## config.mk

```make
export PLATFORM = sky130hd
export DESIGN_NAME = rlp_ram
export DESIGN_NICKNAME = d
export VERILOG_FILES = /design/src/sv/rlp_ram.sv
export SDC_FILE = /design/constraint.sdc
export NUM_CORES = 2
export LEC_CHECK = 0
export BUFFER_PORTS_ARGS = -buffer_cell sky130_fd_sc_hd__buf_2
export CAP_MARGIN = 20
export CORE_MARGIN = 8
export CORE_UTILIZATION = 50
export DETAILED_ROUTE_END_ITERATION = 8
export GPL_TIMING_DRIVEN = 0
export MAX_ROUTING_LAYER = met4
export PLACE_DENSITY = 0.64
export SLEW_MARGIN = 20
export SYNTH_ARGS = -nofsm -noshare
export SYNTH_HDL_FRONTEND = slang
export SYNTH_SLANG_ARGS = --single-unit
```

## constraint.sdc

```tcl
create_clock -name clk_i -period 3.5 [get_ports clk_i]
set_clock_uncertainty 0.2 [all_clocks]
set_input_delay 0 -clock clk_i [delete_from_list [all_inputs] [get_ports clk_i]]
set_output_delay 0 -clock clk_i [all_outputs]
set_load 0.02 [all_outputs]
```

## src/sv/rlp_ram.sv

```systemverilog
// ---------------------------------------------------------------------------
// Relocating loader patch RAM
// Generic single-port synchronous RAM with a registered read.
// ---------------------------------------------------------------------------
module rlp_ram #(
  parameter int unsigned Width = 8,
  parameter int unsigned Depth = 256,
  localparam int unsigned AddrW = $clog2(Depth)
) (
  input  logic             clk_i,
  input  logic             we_i,
  input  logic [AddrW-1:0] addr_i,
  input  logic [Width-1:0] wdata_i,
  output logic [Width-1:0] rdata_o
);

  logic [Width-1:0] mem_q [Depth];
  logic [Width-1:0] rdata_q;

  // Read returns the old contents on a same-cycle write.
  always_ff @(posedge clk_i) begin
    if (we_i) begin
      mem_q[addr_i] <= wdata_i;
    end
    rdata_q <= mem_q[addr_i];
  end

  assign rdata_o = rdata_q;

endmodule

```

==> impl_results.md <==
* Critical path endpoint category: flip-flop
* Yosys reg bits at 2056
* WL final at 207000 um
* Required time worst endpoint at 3800 ps
* Critical Path AT at 4000 ps
* Yosys warnings at 0
* Vias in the first global route at 38600
* Layout cells sized above 1 at 0.268
* Least-Margin Pin Slew at 1130 ps
* Largest net degree at the start of global routing at 122
* Design area at 89400 sq um
* Crit-path max cell delay at 900 ps
* Final setup vio count at 34
* Slowest CP cell: o41ai_1
* CTS tree: built
* CORE AREA at 156000 sq um
* Final period util at 1.06
* Setup tns final at -1060 ps
* H-tree depth at 4
* Status: finished with violations
* FILL cells at 11300
* Num ports at 26
* Hold Crit Class: in2reg
* Yosys cell types at 22
* Syn_nets at 3565
* Cells after DPL at 5660
* Layout area overhead at 13.9%
* Detailed Route Iter0 Violations at 5495
* Clk sink count at 2056
* Flop2flop setup slack at 150 ps
* Clock Tree Buf Depth at 3
* Largest area contributor in the netlist: edfxtp_1
* Placed Area at 82200 sq um
* RSZ-0062 raised after global routing: true
* Gr ovfl total at 0
* FF+latch area at 61700 sq um
* Synth Instances at 3547
* Critical path cell sequence: buf_2, clkdlybuf4s15_1, clkbuf_1, mux4_2, a22oi_1, a21oi_1, o41ai_1, nand4_1
* DRC at 0
* Max Cap Violations at 0
* HPWL Detailed at 136000 um
* Final core utilization at 0.573
* Slew Limit Headroom at 0.250
* Seq/Total Area, Yosys at 0.786
* Top Family by Delay on Critical Path: buffers and inverters
* # rows at 145
* Crit Path Category: in2reg
* Slew Limit Fails at 0
* Worst-path clk slew at 60 ps
* Synth top area share at 0.783
* Fmax at 271 MHz
* Clk root buf: clkbuf_16
* Non-Filler Instances at 6061
* Chip width at 412 um
* Power Density at 571 nW/um^2
* Leakage power at 27.1 nW
* Startpoint Class: input port
* Synth area leaders: edfxtp_1 78%, mux4_2 15%, a22oi_1 2.4%
* CTS Buf Count at 202
* Final Hold Fails at 0
* GR Util All Layers at 0.250
* First-pass DRT Iterations at 6
* Failing checks: setup timing
* Mapped cell area at 78500 sq um
* Worst-skew pair later-pin latency at 840 ps
* Total power at 51.1 mW
* Mean area per synthesized cell at 22.1 sq um
* CP max FO at 10
* Nets at 3851
* Final worst slack at -196 ps
* Die Ht at 412 um
* Footprint of the multi-input gates at 16200 sq um
* Vias per cell at 6.37
* Final ANT Viol Nets at 0
* Hold slack at 55.9 ps
* Routed len/inst at 34.2 um
* Crit path time final at 3700 ps
* Setup WS pre-CTS at -1470 ps
* IO buf count at 21
* Vias at 38600
* IR drop worst, VDD at 0.497 mV
* Die ar. at 170000 sq um
* First-pass GRT wire length at 290000 um
* GPL Wtd Cong at 0.951
* CP Buf/Inv Count at 3
* Starting density of the core at 0.503
* Initial antenna violation count at 17
layer usage:
layer | vias up | share of wire | GRT usage
met5 | - | 0 | -
met4 | 0 | 0.038 | 0.0889
met3 | 358 | 0.10 | 0.0639
met2 | 2049 | 0.47 | 0.373
met1 | 20500 | 0.39 | 0.339
li1 | 15700 | - | -
final cells by class:
| class | count | area share |
|---|---|---|
| Antenna cell | 7 | 0.000196 |
| Buffer | 231 | 0.0127 |
| Clock buffer | 263 | 0.0603 |
| Clock inverter | 104 | 0.0120 |
| Inverter | 1 | 0.0000420 |
| Multi-Input combinational cell | 1258 | 0.181 |
| Sequential cell | 2056 | 0.690 |
| Tap cell | 2058 | 0.0288 |
| Timing Repair Buffer | 83 | 0.0150 |
flip-flops by register name (all words and copies together) (netlist names):
name,cells
mem_q,2048
rdata_o,8
synthesized netlist by cell type, drive strengths merged:
cell type  number
dfxtp           8
a21oi         128
clkbuf        145
nand4           8
nor3           30
or2             2
nand2          28
o41ai          32
mux4          512
buf            87
inv             1
or3             1
nor2b           7
and2            3
edfxtp       2048
nand2b          6
a22oi         256
nand3          13
nor2          232
cells by family after synthesis:
| logic type | share of synthesized area |
|---|---|
| flops | 0.786 |
| mux | 0.147 |
| compound gates | 0.0362 |
| simple gates | 0.0173 |
| buf+inv | 0.0140 |
worst register-to-register path: cells and delay by family, from the launching register on:
family	cells	cell delay, ps
AOI/OAI and AO/OA	3	1350
DFF	1	350
muxes	1	540
and+or+nand+nor	1	580
report_power, final:
part | leakage, nW | switching [mW] | internal [mW] | total, mW
Combinational | 5.44 | 1.73 | 0.857 | 2.59
Sequential | 18.5 | 0.0145 | 27.1 | 27.2
Clock | 3.15 | 9.15 | 12.2 | 21.3
Total | 27.1 | 10.9 | 40.2 | 51.1
final timing paths:
check | depth (start not counted) | to | from
hold / removal | 3 | mem_q[189][5] | wdata_i[5]
setup reg to reg | 5 | rdata_o[6] | mem_q[175][6]
setup / recovery | 8 | rdata_o[6] | addr_i[1]
hold reg to reg | 5 | rdata_o[4] | mem_q[42][4]
cells in the final DEF (no fill, tap or decap), types with 29 or more instances in the layout:
cell	synthesis	final
edfxtp_1	2048	2048
nor2_2	0	83
mux4_2	512	512
buf_2	36	51
clkinv_2	0	29
nor3_2	0	30
a21oi_1	128	128
a22oi_1	256	256
clkbuf_16	0	206
clkinv_1	0	41
clkbuf_1	145	173
nor2_1	232	147
repair_timing:
item / CTS / global route
hold buffers: 28 / 0
pin swaps: 0 / 0
hold endpoints to repair: 1974 / 0
resized for setup: 68 / 46
endpoints found under the setup margin: 956 / 518
buffers inserted: 0 / 0
(Power assumes the default switching activity.)
