File: src/sv/rlp_pkg.sv
// ---------------------------------------------------------------------------
// Relocating loader patch package
// Shared beat types, operation and status codes, and the sequencer states.
// ---------------------------------------------------------------------------
package rlp_pkg;

  // Operation codes carried in the mode field.
  localparam logic [1:0] MODE_TEXT   = 2'd0;
  localparam logic [1:0] MODE_MODIFY = 2'd1;
  localparam logic [1:0] MODE_JUMP   = 2'd2;
  localparam logic [1:0] MODE_READ   = 2'd3;

  // Result status codes.
  localparam logic [1:0] STATUS_OK         = 2'd0;
  localparam logic [1:0] STATUS_BEYOND     = 2'd1;
  localparam logic [1:0] STATUS_NOT_LOADED = 2'd2;

  // One memory word is a loaded mark on top of the stored byte.
  localparam int unsigned RamWidth = 9;

  typedef struct packed {
    logic [1:0]  mode;
    logic [15:0] address;
    logic [7:0]  data_byte;
    logic [2:0]  nibble_count;
  } in_beat_t;

  typedef struct packed {
    logic [1:0]  status;
    logic [15:0] relocated_address;
    logic [7:0]  read_data;
  } out_beat_t;

  typedef logic [15:0] cfg_beat_t;

  typedef enum logic [2:0] {
    S_CLEAR,
    S_IDLE,
    S_EXEC,
    S_RD,
    S_CALC,
    S_WR,
    S_RESP
  } seq_state_e;

endpackage

File: src/sv/rlp_seq.sv
// ---------------------------------------------------------------------------
// Relocating loader patch sequencer
// Runs one item at a time against the memory: clearing pass after reset,
// range check, byte reads, field add and byte write-back.
// ---------------------------------------------------------------------------
module rlp_seq
  import rlp_pkg::*;
#(
  parameter int unsigned MEM_DEPTH = 4096,
  localparam int unsigned AddrW = $clog2(MEM_DEPTH)
) (
  input  logic                clk_i,
  input  logic                rst_ni,
  input  logic                in_valid_i,
  output logic                in_ready_o,
  input  in_beat_t            in_beat_i,
  input  logic [15:0]         offset_i,
  output logic                res_valid_o,
  input  logic                res_ready_i,
  output out_beat_t           res_o,
  output logic                ram_we_o,
  output logic [AddrW-1:0]    ram_addr_o,
  output logic [RamWidth-1:0] ram_wdata_o,
  input  logic [RamWidth-1:0] ram_rdata_i
);

  localparam logic [16:0]      DepthL   = 17'(MEM_DEPTH);
  localparam logic [AddrW-1:0] LastAddr = AddrW'(MEM_DEPTH - 1);

  seq_state_e state_q, state_d;

  logic [AddrW-1:0] clr_q;
  logic [1:0]       mode_q;
  logic [15:0]      addr_q;
  logic [15:0]      reloc_q;
  logic [7:0]       byte_q;
  logic [2:0]       nib_q;
  logic [1:0]       nbytes_q;
  logic [1:0]       rd_cnt_q;
  logic [1:0]       wr_cnt_q;
  logic [23:0]      val_q;
  logic [23:0]      new_q;
  logic             mk_q;
  logic [1:0]       status_q;
  logic [7:0]       rdata_q;

  logic [2:0]  nib_in;
  logic [16:0] start;
  logic        oob;
  logic [16:0] rd_addr;
  logic [16:0] wr_addr;
  logic [23:0] mask;
  logic [23:0] sum;
  logic [23:0] patched;
  logic [1:0]  wr_shift;
  logic [7:0]  wr_byte;
  logic        accept;

  // Clamp the nibble count into one to six.
  always_comb begin
    unique case (in_beat_i.nibble_count)
      3'd0:    nib_in = 3'd1;
      3'd7:    nib_in = 3'd6;
      default: nib_in = in_beat_i.nibble_count;
    endcase
  end

  // Field mask for the clamped count.
  always_comb begin
    unique case (nib_q)
      3'd1:    mask = 24'h00000F;
      3'd2:    mask = 24'h0000FF;
      3'd3:    mask = 24'h000FFF;
      3'd4:    mask = 24'h00FFFF;
      3'd5:    mask = 24'h0FFFFF;
      default: mask = 24'hFFFFFF;
    endcase
  end

  // Address and range logic. A read item uses its address as given.
  assign start   = (mode_q == MODE_READ) ? {1'b0, addr_q} : {1'b0, reloc_q};
  assign oob     = (start + {15'd0, nbytes_q}) > DepthL;
  assign rd_addr = start + {15'd0, rd_cnt_q};
  assign wr_addr = start + {15'd0, wr_cnt_q};

  // Field add; bits above the field keep their old value.
  assign sum     = val_q + {8'd0, offset_i};
  assign patched = (val_q & ~mask) | (sum & mask);

  // Most significant byte of the field goes out first.
  assign wr_shift = nbytes_q - 2'd1 - wr_cnt_q;
  always_comb begin
    unique case (wr_shift)
      2'd0:    wr_byte = new_q[7:0];
      2'd1:    wr_byte = new_q[15:8];
      default: wr_byte = new_q[23:16];
    endcase
  end

  assign accept = in_valid_i && in_ready_o;

  // Next state.
  always_comb begin
    state_d = state_q;
    unique case (state_q)
      S_CLEAR: if (clr_q == LastAddr) state_d = S_IDLE;
      S_IDLE:  if (in_valid_i) state_d = S_EXEC;
      S_EXEC: begin
        if ((mode_q == MODE_TEXT) || (mode_q == MODE_JUMP) || oob) begin
          state_d = S_RESP;
        end else begin
          state_d = S_RD;
        end
      end
      S_RD:    if (rd_cnt_q == nbytes_q) state_d = S_CALC;
      S_CALC: begin
        if (!mk_q || (mode_q == MODE_READ)) begin
          state_d = S_RESP;
        end else begin
          state_d = S_WR;
        end
      end
      S_WR:    if (wr_cnt_q == nbytes_q - 2'd1) state_d = S_RESP;
      S_RESP:  if (res_ready_i) state_d = S_IDLE;
      default: state_d = S_IDLE;
    endcase
  end

  // Handshake and memory port outputs.
  always_comb begin
    in_ready_o  = 1'b0;
    res_valid_o = 1'b0;
    ram_we_o    = 1'b0;
    ram_addr_o  = rd_addr[AddrW-1:0];
    ram_wdata_o = '0;
    unique case (state_q)
      S_CLEAR: begin
        ram_we_o   = 1'b1;
        ram_addr_o = clr_q;
      end
      S_IDLE:  in_ready_o = 1'b1;
      S_EXEC: begin
        if (mode_q == MODE_TEXT) begin
          ram_we_o    = !oob;
          ram_addr_o  = reloc_q[AddrW-1:0];
          ram_wdata_o = {1'b1, byte_q};
        end
      end
      S_WR: begin
        ram_we_o    = 1'b1;
        ram_addr_o  = wr_addr[AddrW-1:0];
        ram_wdata_o = {1'b1, wr_byte};
      end
      S_RESP:  res_valid_o = 1'b1;
      default: ;
    endcase
  end

  // Control registers. The read counter is cleared while idle, so the
  // first byte of the next item is addressed at its start.
  always_ff @(posedge clk_i or negedge rst_ni) begin
    if (!rst_ni) begin
      state_q  <= S_CLEAR;
      clr_q    <= '0;
      rd_cnt_q <= '0;
      wr_cnt_q <= '0;
    end else begin
      state_q <= state_d;
      if (state_q == S_CLEAR) begin
        clr_q <= clr_q + AddrW'(1);
      end
      if (state_q == S_IDLE) begin
        rd_cnt_q <= '0;
      end else if (state_q == S_EXEC) begin
        rd_cnt_q <= 2'd1;
      end else if ((state_q == S_RD) && (rd_cnt_q != nbytes_q)) begin
        rd_cnt_q <= rd_cnt_q + 2'd1;
      end
      if (state_q == S_CALC) begin
        wr_cnt_q <= '0;
      end else if (state_q == S_WR) begin
        wr_cnt_q <= wr_cnt_q + 2'd1;
      end
    end
  end

  // Item payload and working registers.
  always_ff @(posedge clk_i) begin
    if (accept) begin
      mode_q   <= in_beat_i.mode;
      addr_q   <= in_beat_i.address;
      reloc_q  <= in_beat_i.address + offset_i;
      byte_q   <= in_beat_i.data_byte;
      nib_q    <= nib_in;
      nbytes_q <= (in_beat_i.mode == MODE_MODIFY) ? 2'((nib_in + 3'd1) >> 1) : 2'd1;
      status_q <= STATUS_OK;
      rdata_q  <= '0;
    end
    if (state_q == S_EXEC) begin
      val_q <= '0;
      mk_q  <= 1'b1;
      if (oob && (mode_q != MODE_JUMP)) begin
        status_q <= STATUS_BEYOND;
      end
    end
    // Each read beat shifts in one byte and its loaded mark.
    if (state_q == S_RD) begin
      val_q <= {val_q[15:0], ram_rdata_i[7:0]};
      mk_q  <= mk_q & ram_rdata_i[RamWidth-1];
    end
    if (state_q == S_CALC) begin
      new_q <= patched;
      if (!mk_q) begin
        status_q <= STATUS_NOT_LOADED;
      end else if (mode_q == MODE_READ) begin
        rdata_q <= val_q[7:0];
      end
    end
  end

  // Result beat.
  assign res_o.status            = status_q;
  assign res_o.relocated_address = (mode_q == MODE_READ) ? addr_q : reloc_q;
  assign res_o.read_data         = rdata_q;

  // All reads of an item are in before any gathered value is used.
  a_calc_after_reads : assert property (@(posedge clk_i) disable iff (!rst_ni)
    (state_q == S_CALC) |-> (rd_cnt_q == nbytes_q))
    else $error("field used before all bytes were read");

  // Write-back only follows a check that found every byte loaded.
  a_wr_loaded : assert property (@(posedge clk_i) disable iff (!rst_ni)
    (state_q == S_WR) |-> (mk_q && (status_q == STATUS_OK) && (mode_q == MODE_MODIFY)))
    else $error("write-back without a clean check");

  // No item is taken before the clearing pass ends.
  a_no_accept_in_clear : assert property (@(posedge clk_i) disable iff (!rst_ni)
    (state_q == S_CLEAR) |-> (!in_ready_o && ram_we_o && (ram_wdata_o == '0)))
    else $error("clearing pass disturbed");

  // A delivered result leaves the sequencer ready for the next item.
  a_resp_to_idle : assert property (@(posedge clk_i) disable iff (!rst_ni)
    (res_valid_o && res_ready_i) |=> (state_q == S_IDLE))
    else $error("sequencer did not return to idle");

endmodule

File: config.mk
export PLATFORM = sky130hd
export DESIGN_NAME = rlp_seq
export DESIGN_NICKNAME = d
export VERILOG_FILES = /design/src/sv/rlp_pkg.sv /design/src/sv/rlp_seq.sv
export SDC_FILE = /design/constraint.sdc
export NUM_CORES = 1
export LEC_CHECK = 0
export ABC_AREA = 1
export BUFFER_PORTS_ARGS = -buffer_cell sky130_fd_sc_hd__buf_2
export CORE_ASPECT_RATIO = 0.7
export CORE_UTILIZATION = 45
export DETAILED_ROUTE_END_ITERATION = 12
export MAX_ROUTING_LAYER = met4
export PLACE_DENSITY = 0.78
export SYNTH_ARGS = -nofsm -noshare
export SYNTH_HDL_FRONTEND = slang
export SYNTH_SLANG_ARGS = --single-unit
File: constraint.sdc
create_clock -name clk_i -period 3.1 [get_ports clk_i]
set_input_delay 0.155 -clock clk_i [delete_from_list [all_inputs] [get_ports clk_i]]
set_output_delay 0.155 -clock clk_i [all_outputs]
set_load 0.05 [all_outputs]
==> impl_metrics.ini <==
[outcome]
result_of_the_run = finished, violations left
violations = negative setup slack

[pwr]
vdd_ir_drop_max_uv = 995
power.density_cell_area_mw_per_mm2 = 926
p_leak_nw = 4.49

[synth]
ys_async_sr_fraction = 0.152
synth_warnings = 0
dominantRegCellSynth = edfxtp_1
synth_top_cell_by_area = edfxtp_1
synth_edf_count = 96
postSynthRegisterBits = 125
post_synth.cell_area_avg_um2 = 8.71
synth_cells = 939
synth-seq-area-share = 0.435
synth_most_common_cell = nand2_1
synth.lib_cells_used.distinct = 50
postSynthNetCount = 1042
synth.cell_area_mm2 = 0.00818
netlist_top_cells_count = nand2_1, inv_1, edfxtp_1
synth_top_area_frac = 0.352
synth_top_cells_by_area = edfxtp_1, nand2_1, ha_1

[setup_path]
cp.required_ns = 2.94
end_kind = output pin
crit_fanout = 7
worst_ep_arrival_time_ns = 3.07
setup.worst_path.class = reg -> out
worst_setup_path_start_kind = flip-flop

[clocking]
cts_num_sinks = 125
tritoncts = yes
clock_network_latency_to_the_later_pin_of_the_worst_skew_pair_ns = 0.43
clkSlewWorstSetupHoldPaths_ns = 0.06
clk_path_buf_depth = 2
cts_htree_levels = 4
cts-root-buf = clkbuf_16
tritoncts.num_buffers = 17

[detailed_routing]
ant_nets = 0
vias_per_inst = 5.33
post-route-drc-count = 0
drt-total-wl_mm = 22.7
route.detailed.wl_per_inst_um = 16.9
drt_pre_antenna_iters = 5
dr_total_vias = 7168
drt_first_iter_violations = 706

[timing]
fin_worst_skew_ns = 0.0143
timing.final.crit_share = 1.04
max_freq_mhz = 311
tightest_slew_ns = 0.680
slew_viol_final = 0
finalSetupViolCount = 1
fin_hold_ws_ns = 0.0217
max_slew_margin = 0.545
final.setup.worst_slack_ns = -0.120
final.min_clock_period_ns = 3.22
unrepaired_setup_endpoints_after_global_routing = true
hold_vio_cnt_final = 0

[floorplan]
die_height_um = 115
fp.dieW_um = 163
initial_standard_cell_utilization_of_the_core = 0.468
core_region_area_mm2 = 0.0175
io_pins = 108
placementRows = 40
dieArea_mm2 = 0.0187

[finish]
multi_input_area_mm2 = 0.00416
area.sequential_mm2 = 0.00356
area_added_between_synthesis_and_finish_pct = 23.1
final_core_utilization = 0.577
n_antenna_cell = 0
finalNetCount = 1204
layout-drive-gt1-share = 0.230
layout.filler_cells = 1505

[global_routing]
grt_first_pass_wirelength_mm = 34.8
first_global_vias = 6354
grt_start_max_net_pins = 45
antenna_found_initial = 0
grt_use_total = 0.256
grt-ovfl-total = 0

[flow_run]
max_cap_violations = 0

[place]
dpl.hpwl_mm = 17.7
gp_routability_congestion = 0.964
io_buffers = 107

[min_path]
holdCritPathClass = in -> reg
report_power, final:
group | total, W | switching (W) | internal, W
registers | 0.00270 | 0.000291 | 0.00241
logic | 0.00482 | 0.00343 | 0.00139
clock network | 0.00182 | 0.000788 | 0.00103
worst max-delay path, stage by stage, from the launching register on:
cell	delay, ns
edfxtp_1	0.40
nand2_4	0.09
buf_12	0.14
nand2_1	0.09
o21ai_4	0.10
ha_1	0.28
nand2_1	0.06
nand2_2	0.10
nand2_4	0.07
nor2_4	0.20
nand2_2	0.10
nand2_1	0.08
nand2_1	0.06
nor2_2	0.09
nand3_2	0.09
o21bai_4	0.15
nand2_2	0.08
o211ai_1	0.21
buf_4	0.24
state kept, by name, indices dropped and copies added (netlist names), 3 cells and up:
name	count
addr_q	16
byte_q	8
clr_q	12
new_q	24
nib_q	3
rdata_q	8
reloc_q	16
state_q	3
val_q	24
metrics by stage:
stage | instances | setup TNS (ns) | instance area [um2] | power (W) | setup WS [ns]
floorplan | 939 | -0.336 | 8240 | 0.00606 | -0.298
global placement | 1276 | 0 | 9070 | 0.00724 | 0.217
detailed placement | 1276 | 0 | 9070 | 0.00731 | 0.168
CTS | 1342 | -0.0715 | 9990 | 0.00923 | -0.0715
global route | 1345 | -0.396 | 10100 | 0.00984 | -0.282
finish | 1345 | -0.120 | 10100 | 0.00933 | -0.120
routing by layer:
layer / wire length (um) / GRT usage / up-vias
met2: 8930 / 0.338 / 351
met5: 0 / - / -
met3: 2310 / 0.0447 / 27
met1: 11200 / 0.392 / 3302
li1: - / - / 3488
met4: 354 / 0.0729 / 0
placed cells by master, fill, tap and decap left out, types with 4 or more instances in the layout:
cell,netlist,routed
a22o_1,8,8
nand3_1,55,54
nand2_4,13,14
o211ai_1,6,6
dfxtp_1,10,10
buf_4,0,20
clkbuf_16,0,17
dlygate4sd3_1,0,29
or2_2,4,4
a21oi_1,49,49
nand3_2,3,4
nor2_4,5,9
nor3_1,13,13
fa_1,5,4
edfxtp_1,96,96
o21ai_4,4,6
nand4_1,13,13
nand2_2,17,19
inv_2,7,7
o21ai_0,54,51
clkinvlp_4,0,5
nand3b_1,11,11
xor2_1,41,41
dfrtp_1,19,19
buf_2,1,100
nor2_1,72,62
inv_6,0,5
inv_1,120,119
xnor2_1,16,16
nand2_1,196,193
ha_1,40,39
nor2_2,11,17
cells by family after synthesis:
group / synth area share
simple gates: 0.248
compound gates: 0.112
buf+inv: 0.0708
flops: 0.435
xor+xnor: 0.0610
fa+ha+maj: 0.0734
path summary, 6_finish.rpt:
kind                           startpoint          end  slack [ns]  cells past startpoint
max                             mode_q[0]     ram_we_o       -0.12                     18
min                        ram_rdata_i[6]     val_q[6]        0.02                      3
max reg2reg                      val_q[0]    new_q[22]        0.28                     13
min reg2reg                    rdata_q[6]   rdata_q[6]        0.50                      2
max in group asynchronous          rst_ni  wr_cnt_q[0]        2.59                      2
min in group asynchronous          rst_ni     clr_q[7]        0.20                      2
timing repair:
item                       in CTS  in global routing
gates cloned                    0                  0
setup endpoints to repair      10                  8
hold buffers                   29                  0
pin swaps                       8                  6
setup buffers                   5                  3
gates resized for setup        14                 16
hold endpoints to repair       47                  0
cell type report:
class / count / area share
Inverter: 129 / 0.0486
Multi-Input combinational cell: 672 / 0.413
Tap cell: 231 / 0.0287
Clock inverter: 15 / 0.0113
Sequential cell: 125 / 0.353
Timing Repair Buffer: 156 / 0.103
Clock buffer: 17 / 0.0422
Note: power is estimated with default switching activity, not from simulation.
